**src/sv/kia_ram.sv**
```systemverilog
// Generic single-write, single-read RAM with registered read data.
`default_nettype none
module kia_ram #(
    parameter int WIDTH = 8,
    parameter int DEPTH = 16,
    parameter int ADDR_W = (DEPTH > 1) ? $clog2(DEPTH) : 1
) (
    input  wire logic              clk,
    input  wire logic              we,
    input  wire logic [ADDR_W-1:0] waddr,
    input  wire logic [WIDTH-1:0]  wdata,
    input  wire logic [ADDR_W-1:0] raddr,
    output logic      [WIDTH-1:0]  rdata
);

    logic [WIDTH-1:0] mem [DEPTH];

    always_ff @(posedge clk)
    begin
        if (we)
        begin
            mem[waddr] <= wdata;
        end
        rdata <= mem[raddr];
    end

endmodule
`default_nettype wire
```
**config.mk**
```make
export PLATFORM = sky130hd
export DESIGN_NAME = kia_ram
export DESIGN_NICKNAME = d
export VERILOG_FILES = /design/src/sv/kia_ram.sv
export SDC_FILE = /design/constraint.sdc
export NUM_CORES = 1
export LEC_CHECK = 0
export CORE_MARGIN = 2
export CORE_UTILIZATION = 50
export CTS_BUF_LIST = sky130_fd_sc_hd__clkbuf_16
export DETAILED_ROUTE_END_ITERATION = 7
export DONT_BUFFER_PORTS = 1
export HOLD_SLACK_MARGIN = 0.15
export PLACE_DENSITY_LB_ADDON = 0.15
export SETUP_SLACK_MARGIN = 0.15
export SLEW_MARGIN = 0
export SYNTH_ARGS = -nofsm -noshare
export SYNTH_HDL_FRONTEND = slang
export SYNTH_SLANG_ARGS = --single-unit
```
**constraint.sdc**
```tcl
create_clock -name clk -period 2.9 [get_ports clk]
set_input_delay 0.58 -clock clk [delete_from_list [all_inputs] [get_ports clk]]
set_output_delay 0.58 -clock clk [all_outputs]
set_load 0.005 [all_outputs]
```
==> results.py, run 1 <==
metrics = {
    "synthesis": {
        "ys_seq_elements": 136,
        "yosys-top-cells-count": "edfxtp_1, mux4_2, a22oi_1, mux4_1, nor2_1",
        "synth.top_cell.area_share_pct": 74.7,
        "synth_area_leaders": "edfxtp_1, mux4_2, mux4_1, dfxtp_1, a22oi_1",
        "synth_edf_count": 128,
        "synthArstFlopShare_pct": 0,
        "synth_area_sq_mm": 0.00515,
        "synth_cells": 229,
        "dominantRegCellSynth": "edfxtp_1",
        "synth-seq-area-share_pct": 77.8,
        "synth.distinct_cells": 19,
        "synth_warnings": 0,
        "syn_avg_cell_area_sq_um": 22.5,
        "yosysMostFrequentCell": "edfxtp_1",
        "yosysTopAreaCell": "edfxtp_1",
        "synthesis.nets": 247,
    },
    "layout": {
        "drive_above_1_share_pct": 21.1,
        "diodes": 0,
        "fin_nets": 266,
        "area_growth_pct": 13.8,
    },
    "grt": {
        "antenna_found_initial": 0,
        "grt_max_degree": 33,
        "grt_overflow": 0,
        "grt_pass1_wl_um": 13700,
        "grt_util_all_layers_pct": 17.7,
        "grt_pass1_vias": 2314,
    },
    "floorplan": {
        "start_util_pct": 50.8,
        "coreArea_sq_mm": 0.0101,
        "ios": 26,
        "row_count": 37,
        "die-area_sq_mm": 0.0111,
        "dieHeight_um": 105,
        "die_x_um": 105,
    },
    "critical_path": {
        "cp_max_fo": 5,
        "worstReg2RegStart": "mem[1][3]",
        "end_kind": "register",
        "start_kind": "primary input",
        "cp_data_arrival_time_ns": 1.75,
        "crit_buf_inv": 1,
        "crit_slowest_cell": "or3b_2",
        "r2r_end": "rdata[3]",
        "reg2regPathDepth": 3,
        "required_ns": 3.02,
        "rrSetupSlack_ns": 1.47,
        "crit_chain": "or3b_2 > nor3_1 > buf_4",
        "worst_path_dominant_cell_family": "simple AND/OR/NAND/NOR gates",
        "setup.worst_path.class": "in -> reg",
        "slowest_delay_ns": 0.49,
    },
    "clock_tree": {
        "clock_latency_ns": 0.40,
        "hold_buffers": 0,
        "cts_tree": "yes",
        "cts_resized": 0,
        "clock_path_buffers": 2,
        "cts_buffers": 17,
        "clock_sinks": 136,
        "cts_setup_buffers": 0,
        "cts.clk_slew.worst_paths_ns": 0.06,
        "clockRootBuffer": "clkbuf_16",
        "htreeDepth": 4,
    },
    "power_and_ir_drop": {
        "peakVddDrop_uv": 364,
        "power_frac_clock_pct": 46.1,
        "seqPwrFrac_pct": 51.3,
        "intPower_mw": 3.50,
        "sw_frac_of_total_pct": 18.8,
        "switchingPower_mw": 0.812,
        "leakagePower_nw": 1.93,
        "power_density_mw_per_mm2": 737,
        "combPwrFrac_pct": 2.7,
    },
    "hold_path": {
        "holdPathStages": 0,
        "hold_start": "wdata[3]",
        "whs_endpoint": "mem[4][3]",
        "holdCritPathClass": "in -> reg",
    },
    "placed_design": {
        "place.gp.congestion": 0.790,
        "io_buffers": 0,
        "hpwl_um": 5760,
    },
    "sta": {
        "fmax_mhz": 614,
        "rsz0062_at_grt": "false",
        "hold_violations": 0,
        "holdWs_ns": 0.268,
        "setup_viol": 0,
        "fin_crit_sh_pct": 56.2,
        "drv_slew": 0,
        "tightest_slew_ns": 0.805,
        "period_needed_ns": 1.63,
        "tns_ns": 0,
        "max_slew_margin_pct": 46.1,
        "fin_skew_ns": 0.00559,
    },
    "detailed_routing": {
        "drcViolationCount": 0,
        "routed_wirelength_um": 9050,
        "via_per_inst": 5.69,
        "ant_nets": 0,
        "dr.pass1.iters": 7,
        "wl_per_cell_um": 22.8,
        "drt_iter0_markers": 161,
        "vias": 2257,
    },
    "job": {
        "maxCapViolCount": 0,
    },
    "run_status": {
        "status": "finished, final reports clean",
    },
}
## routing by layer
| metal | global-route usage (%) | share of wire, % | vias up |
|---|---|---|---|
| met2 | 27.3 | 49 | 75 |
| li1 | - | - | 1014 |
| met5 | 0 | 0 | - |
| met3 | 5.13 | 6.3 | 9 |
| met4 | 6.86 | 1.1 | 0 |
| met1 | 24.1 | 44 | 1159 |
## through the flow
step	total power [mW]	instance area (sq um)	util, %	setup slack, ns	cells
3_5_place_dp	2.37	5310	52.3	0.823	365
6_report	4.31	5860	57.8	1.27	397
4_1_cts	4.35	5860	57.8	1.25	397
3_3_place_gp	2.37	5310	52.3	0.886	365
2_1_floorplan	2.36	5150	-	0.827	229
5_1_grt	4.45	5860	57.8	1.19	397
## logic make-up after synthesis
family / Yosys count / share of synthesized area (%)
flops: 136 / 77.8
buf+inv: 10 / 1.68
compound gates: 16 / 2.33
simple gates: 35 / 3.18
mux: 32 / 15.0
## worst max-delay path by stage
stage,start,to,cells after the start
after global routing,waddr[2],mem[0][7],3
after detailed placement,waddr[2],mem[1][7],2
final,waddr[2],mem[0][7],3
after CTS,waddr[2],mem[1][7],2
after global placement,waddr[2],mem[0][0],3
after floorplan,waddr[2],mem[0][0],2
## registers in the layout, indices dropped and copies added (netlist names)
signal and cells:
rdata 8, mem 128
## power groups by stage
stage	sequential (mW)	clock, mW	combinational (mW)
detailed placement	2.25	0	0.116
global route	2.22	2.11	0.123
CTS	2.21	2.02	0.116
finish	2.21	1.99	0.114
floorplan	2.25	0	0.112
global placement	2.25	0	0.116
## area by class of cell
class / count / area [sq um]
Fill cell: 731 / 4280
Sequential cell: 136 / 4000
Multi-Input combinational cell: 83 / 1060
Clock buffer: 17 / 425
Tap cell: 136 / 170
Clock inverter: 15 / 126
Timing Repair Buffer: 10 / 75.1
## worst reg2reg max path: stages (launching register included)
cell and delay, ns:
edfxtp_1 0.36, mux4_1 0.52, a22oi_1 0.28, nand2_1 0.14
## cell usage in the layout, fill, tap and decap left out, drive strengths merged
cell type    n
nand3b       2
or3b         1
nor2        13
and2b        1
dfxtp        8
mux4        32
clkinv       6
clkinvlp     2
inv          5
clkbuf      17
bufinv       2
nand2b       2
nand3        1
and2         1
nor2b        1
nand2        9
a22oi       16
nor3         4
edfxtp     128
buf         10
Note: power is estimated with default switching activity, not from simulation.
==> run 2, diff against run 1 <==
--- a/config.mk
+++ b/config.mk
@@ -5,6 +5,7 @@
 export SDC_FILE = /design/constraint.sdc
 export NUM_CORES = 1
 export LEC_CHECK = 0
+export ABC_AREA = 1
 export CORE_MARGIN = 2
 export CORE_UTILIZATION = 50
 export CTS_BUF_LIST = sky130_fd_sc_hd__clkbuf_16
==> constraint.sdc (replaced) <==
create_clock -name clk -period 1.35 [get_ports clk]
set_input_delay 0.27 -clock clk [delete_from_list [all_inputs] [get_ports clk]]
set_output_delay 0.27 -clock clk [all_outputs]
set_load 0.005 [all_outputs]
==> results.py, run 2 <==
metrics = {
    "synthesis": {
        "ys_seq_elements": 136,
        "synth_warnings": 0,
        "synth_area_leaders": "edfxtp_1, nand2_1, nand3_1, inv_1, dfxtp_1",
        "synth_edf_count": 128,
        "synthesis.nets": 569,
        "dominantRegCellSynth": "edfxtp_1",
        "synthArstFlopShare_pct": 0,
        "yosys-top-cells-count": "nand2_1, edfxtp_1, inv_1, nand3_1, nor2_1",
        "yosysMostFrequentCell": "nand2_1",
        "synth.distinct_cells": 12,
        "synth.top_cell.area_share_pct": 66.7,
        "synth_cells": 551,
        "yosysTopAreaCell": "edfxtp_1",
        "syn_avg_cell_area_sq_um": 10.5,
        "synth-seq-area-share_pct": 69.4,
        "synth_area_sq_mm": 0.00577,
    },
    "floorplan": {
        "ios": 26,
        "die_x_um": 111,
        "row_count": 39,
        "die-area_sq_mm": 0.0124,
        "coreArea_sq_mm": 0.0113,
        "dieHeight_um": 111,
        "start_util_pct": 50.9,
    },
    "critical_path": {
        "setup.worst_path.class": "in -> reg",
        "cp_max_fo": 16,
        "crit_slowest_cell": "dlygate4sd3_1",
        "required_ns": 1.46,
        "worstReg2RegStart": "mem[1][0]",
        "crit_buf_inv": 1,
        "worst_path_dominant_cell_family": "buffers and inverters",
        "crit_start": "wdata[1]",
        "cp_data_arrival_time_ns": 1.28,
        "slowest_delay_ns": 1.01,
        "end_kind": "register",
        "crit_chain": "dlygate4sd3_1",
        "start_kind": "primary input",
    },
    "detailed_routing": {
        "vias": 3726,
        "dr.pass1.iters": 5,
        "via_per_inst": 5.10,
        "wl_per_cell_um": 18.1,
        "ant_nets": 0,
        "drcViolationCount": 0,
        "drt_iter0_markers": 309,
        "routed_wirelength_um": 13200,
    },
    "layout": {
        "instances_no_fill": 731,
        "largest_register": "mem",
        "diodes": 0,
        "top_regs": "mem x128, rdata x8",
        "area_growth_pct": 14.2,
        "final_cell_mix": "nand2_1, edfxtp_1, inv_1",
        "fillerInstances": 972,
        "stdcell_area_sq_mm": 0.00659,
        "fin_nets": 594,
        "largest_reg_flops": 128,
        "drive_above_1_share_pct": 8.16,
        "final_common_cell": "nand2_1",
    },
    "grt": {
        "grt_max_degree": 66,
        "grt_overflow": 0,
        "grt_pass1_vias": 3660,
        "antenna_found_initial": 0,
        "grt_pass1_wl_um": 20200,
        "grt_util_all_layers_pct": 22.1,
    },
    "clock_tree": {
        "cts.clk_slew.worst_paths_ns": 0.05,
        "cts_setup_buffers": 0,
        "cts_buffers": 17,
        "clock_latency_ns": 0.41,
        "cts_tree": "yes",
        "clock_sinks": 136,
        "htreeDepth": 4,
        "clockRootBuffer": "clkbuf_16",
        "clock_path_buffers": 2,
    },
    "placed_design": {
        "hpwl_um": 8030,
        "place.gp.congestion": 0.804,
        "placed_area_sq_mm": 0.00595,
        "io_buffers": 0,
        "placedCellCount": 691,
    },
    "power_and_ir_drop": {
        "peakVddDrop_uv": 1160,
        "sw_frac_of_total_pct": 20.6,
        "p_total_mw": 9.47,
        "switchingPower_mw": 1.95,
        "intPower_mw": 7.52,
        "power_frac_clock_pct": 44.8,
        "combPwrFrac_pct": 4.8,
        "seqPwrFrac_pct": 50.4,
        "power_density_mw_per_mm2": 1440,
        "leakagePower_nw": 2.86,
    },
    "sta": {
        "max_slew_margin_pct": 50.8,
        "fmax_mhz": 853,
        "setup_viol": 0,
        "holdWs_ns": -0.0471,
        "rsz0062_at_grt": "false",
        "drv_slew": 0,
        "fin_skew_ns": 0.00823,
        "fin_crit_sh_pct": 86.9,
        "tightest_slew_ns": 0.738,
        "tns_ns": 0,
        "hold_violations": 48,
        "period_needed_ns": 1.17,
    },
    "job": {
        "maxCapViolCount": 0,
    },
    "hold_path": {
        "hold_start": "wdata[3]",
        "holdCritPathClass": "in -> reg",
    },
    "run_status": {
        "status": "finished, violations left",
        "violations": "hold timing",
    },
}
run 2: changes by cell type after synthesis, sizes merged, moves of 16 or more:
| cell | before | now |
|---|---|---|
| nand2 | 9 | 173 |
| inv | 0 | 102 |
| nand3 | 1 | 97 |
| mux4 | 32 | 0 |
| buf | 7 | 24 |
| a22oi | 16 | 0 |
run 2: worst reg2reg max path, cell delays in order (launching register included):
cell,delay [ns]
edfxtp_1,0.37
inv_1,0.07
nand2_1,0.04
nand3_1,0.09
nand3_1,0.10
nand3_1,0.14
nand2_1,0.10
run 2: layout make-up:
class | instances | area, sq um | area share, %
sequential | 136 | 4000 | 60.8
clock inverter | 14 | 118 | 1.79
timing repair buffer | 30 | 265 | 4.03
clock buffer | 17 | 425 | 6.46
multi-input combinational | 289 | 1210 | 18.4
tap | 143 | 179 | 2.72
inverter | 102 | 383 | 5.81
run 2: stage by stage:
stage / utilization (%) / worst slack (ns)
6_report: 58.2 / 0.177
5_1_grt: 58.2 / 0.158
4_1_cts: 57.9 / 0.153
3_5_place_dp: 52.6 / 0.148
3_3_place_gp: 52.6 / 0.166
2_1_floorplan: - / 0.129
run 2: repair_timing:
action,in CTS,in global routing
hold endpoints to repair,136,56
hold buffers,6,3
endpoints found under the setup margin,0,32
gates resized for setup,0,2
run 2: logic make-up after synthesis:
family	after synthesis	synth area share, %
DFF	136	69.4
buffers and inverters	126	9.52
and+or+nand+nor	289	21.0
run 2: path summary, 6_finish.rpt:
kind                             endpoint  slack, ns  cells past startpoint
worst max-delay path            mem[9][1]       0.18                      1
worst min-delay path            mem[3][3]      -0.05                      0
worst max register to register   rdata[0]       0.32                      6
worst min register to register   rdata[5]       0.67                      6
run 2: power by group through the flow:
stage / clock [mW] / combinational [mW] / sequential, mW
floorplan: 0 / 0.333 / 4.83
global placement: 0 / 0.376 / 4.86
detailed placement: 0 / 0.378 / 4.86
CTS: 4.29 / 0.442 / 4.77
global route: 4.50 / 0.511 / 4.77
finish: 4.25 / 0.454 / 4.77
run 2: per-layer routing:
metal	vias to the layer above	GRT usage, %	routed length (um)
met5	-	0	0
met4	0	7.74	259
met3	15	5.55	951
met2	139	35.7	6440
met1	1749	29.7	5550
li1	1823	-	-
==> run 3, diff against run 2 <==
--- a/config.mk
+++ b/config.mk
@@ -5,7 +5,6 @@
 export SDC_FILE = /design/constraint.sdc
 export NUM_CORES = 1
 export LEC_CHECK = 0
-export ABC_AREA = 1
 export CORE_MARGIN = 2
 export CORE_UTILIZATION = 50
 export CTS_BUF_LIST = sky130_fd_sc_hd__clkbuf_16
==> results.py, run 3 (synthesized netlist as in run 1, its figures left out) <==
metrics = {
    "placed_design": {
        "hpwl_um": 6060,
        "io_buffers": 0,
        "place_worst_setup_slack_ns": -0.0203,
        "placedCellCount": 377,
        "place.gp.congestion": 0.710,
        "placed_area_sq_mm": 0.00548,
    },
    "sta": {
        "setup_ws_ns": 0.0653,
        "rsz0062_at_grt": "true",
        "tns_ns": 0,
        "hold_violations": 0,
        "max_slew_margin_pct": 42.8,
        "setup_viol": 0,
        "fin_crit_sh_pct": 95.2,
        "period_needed_ns": 1.28,
        "drv_slew": 0,
        "fmax_mhz": 778,
        "fin_skew_ns": 0.00662,
        "tightest_slew_ns": 0.856,
        "holdWs_ns": 0.172,
    },
    "power_and_ir_drop": {
        "leakagePower_nw": 1.99,
        "p_total_mw": 9.26,
        "peakVddDrop_uv": 989,
        "power_density_mw_per_mm2": 1510,
    },
    "grt": {
        "grt_pass1_vias": 2441,
        "grt_overflow": 0,
        "grt_pass1_wl_um": 14900,
        "grt_max_degree": 33,
        "grt.busiest_layer": "met1",
        "grt_util_met3_pct": 4.95,
        "grt_util_all_layers_pct": 19.2,
        "grt_use_met2_pct": 27.6,
        "use_met1_pct": 28.9,
        "antenna_found_initial": 0,
    },
    "detailed_routing": {
        "via_per_inst": 5.64,
        "wl_per_cell_um": 23.3,
        "ant_nets": 0,
        "dr.pass1.iters": 4,
        "vias": 2346,
        "drt_iter0_markers": 138,
        "drcViolationCount": 0,
        "routed_wirelength_um": 9690,
    },
    "hold_path": {
        "hold_start": "raddr[1]",
        "holdCritPathClass": "in -> reg",
    },
    "clock_tree": {
        "cts_setup_buffers": 0,
        "cts_buffers": 17,
        "cts.clk_slew.worst_paths_ns": 0.06,
        "clock_latency_ns": 0.40,
        "clock_sinks": 136,
        "cts_tree": "yes",
        "clock_path_buffers": 2,
        "clockRootBuffer": "clkbuf_16",
        "htreeDepth": 4,
    },
    "layout": {
        "drive_above_1_share_pct": 36.4,
        "stdcell_area_sq_mm": 0.00612,
        "diodes": 0,
        "final_cell_mix": "edfxtp_1, mux4_2, clkbuf_16, buf_4, a22oi_1",
        "final_util_pct": 60.4,
        "largest_register": "mem",
        "area_growth_pct": 18.9,
        "instances_no_fill": 416,
        "largest_reg_flops": 128,
        "final_common_cell": "edfxtp_1",
        "top_regs": "mem x128, rdata x8",
        "fin_nets": 286,
    },
    "critical_path": {
        "setup.worst_path.class": "reg -> reg",
        "crit_start": "mem[2][4]",
        "required_ns": 1.63,
        "start_kind": "register",
        "crit_chain": "mux4_2 > a22oi_2 > nand2_1",
        "cp_data_arrival_time_ns": 1.56,
        "crit_slowest_cell": "mux4_2",
        "cp_max_fo": 1,
        "worstReg2RegStart": "mem[2][4]",
        "end_kind": "register",
        "slowest_delay_ns": 0.51,
    },
    "floorplan": {
        "die-area_sq_mm": 0.0111,
        "start_util_pct": 50.8,
        "row_count": 37,
        "ios": 26,
        "coreArea_sq_mm": 0.0101,
        "dieHeight_um": 105,
        "die_x_um": 105,
    },
    "job": {
        "maxCapViolCount": 0,
    },
    "run_status": {
        "status": "finished, final reports clean",
    },
}
[run 3: cell count changes in the layout (fill, tap and decap cells not counted), moves of 4 or more]
cell / before / now
a22oi_1: 0 / 10
a22oi_2: 0 / 6
buf_12: 1 / 5
inv_1: 102 / 1
mux4_2: 0 / 32
nand2_1: 173 / 9
nand3_1: 97 / 1
nor2_1: 17 / 4
nor2_2: 0 / 8
[run 3: area by class of cell]
cell class / count / area [sq um]
sequential: 136 / 4000
tap: 136 / 170
clock inverter: 14 / 110
clock buffer: 17 / 425
multi-input combinational: 83 / 1100
timing repair buffer: 30 / 308
fill: 749 / 4020
[run 3: critical path: cells and delay by family (launching register included)]
family	cells	cell delay, ns
compound gates	1	0.19
mux	1	0.51
flops	1	0.37
simple gates	1	0.09
[run 3: power breakdown]
part	switching (mW)	internal [mW]
logic	0.182	0.183
clock network	1.64	2.50
registers	0.0394	4.72
[run 3: timing repair]
item,in CTS,in global routing
endpoints found under the hold margin,128,0
hold buffers,8,0
resized for setup,7,0
setup endpoints to repair,8,8
gates cloned,0,0
[run 3: metal layers]
metal  vias up  part of all wire (%)  wire (um)
met2        77                    47       4570
met4         0                  0.84         81
li1       1040                     -          -
met5         -                     0          0
met1      1221                    47       4510
met3         8                   5.5        536
[run 3: final timing paths]
kind | endpoint | slack, ns | cells past startpoint
setup / recovery | rdata[4] | 0.07 | 3
hold / removal | rdata[3] | 0.17 | 3
setup reg to reg | rdata[4] | 0.07 | 3
hold reg to reg | rdata[3] | 0.67 | 3
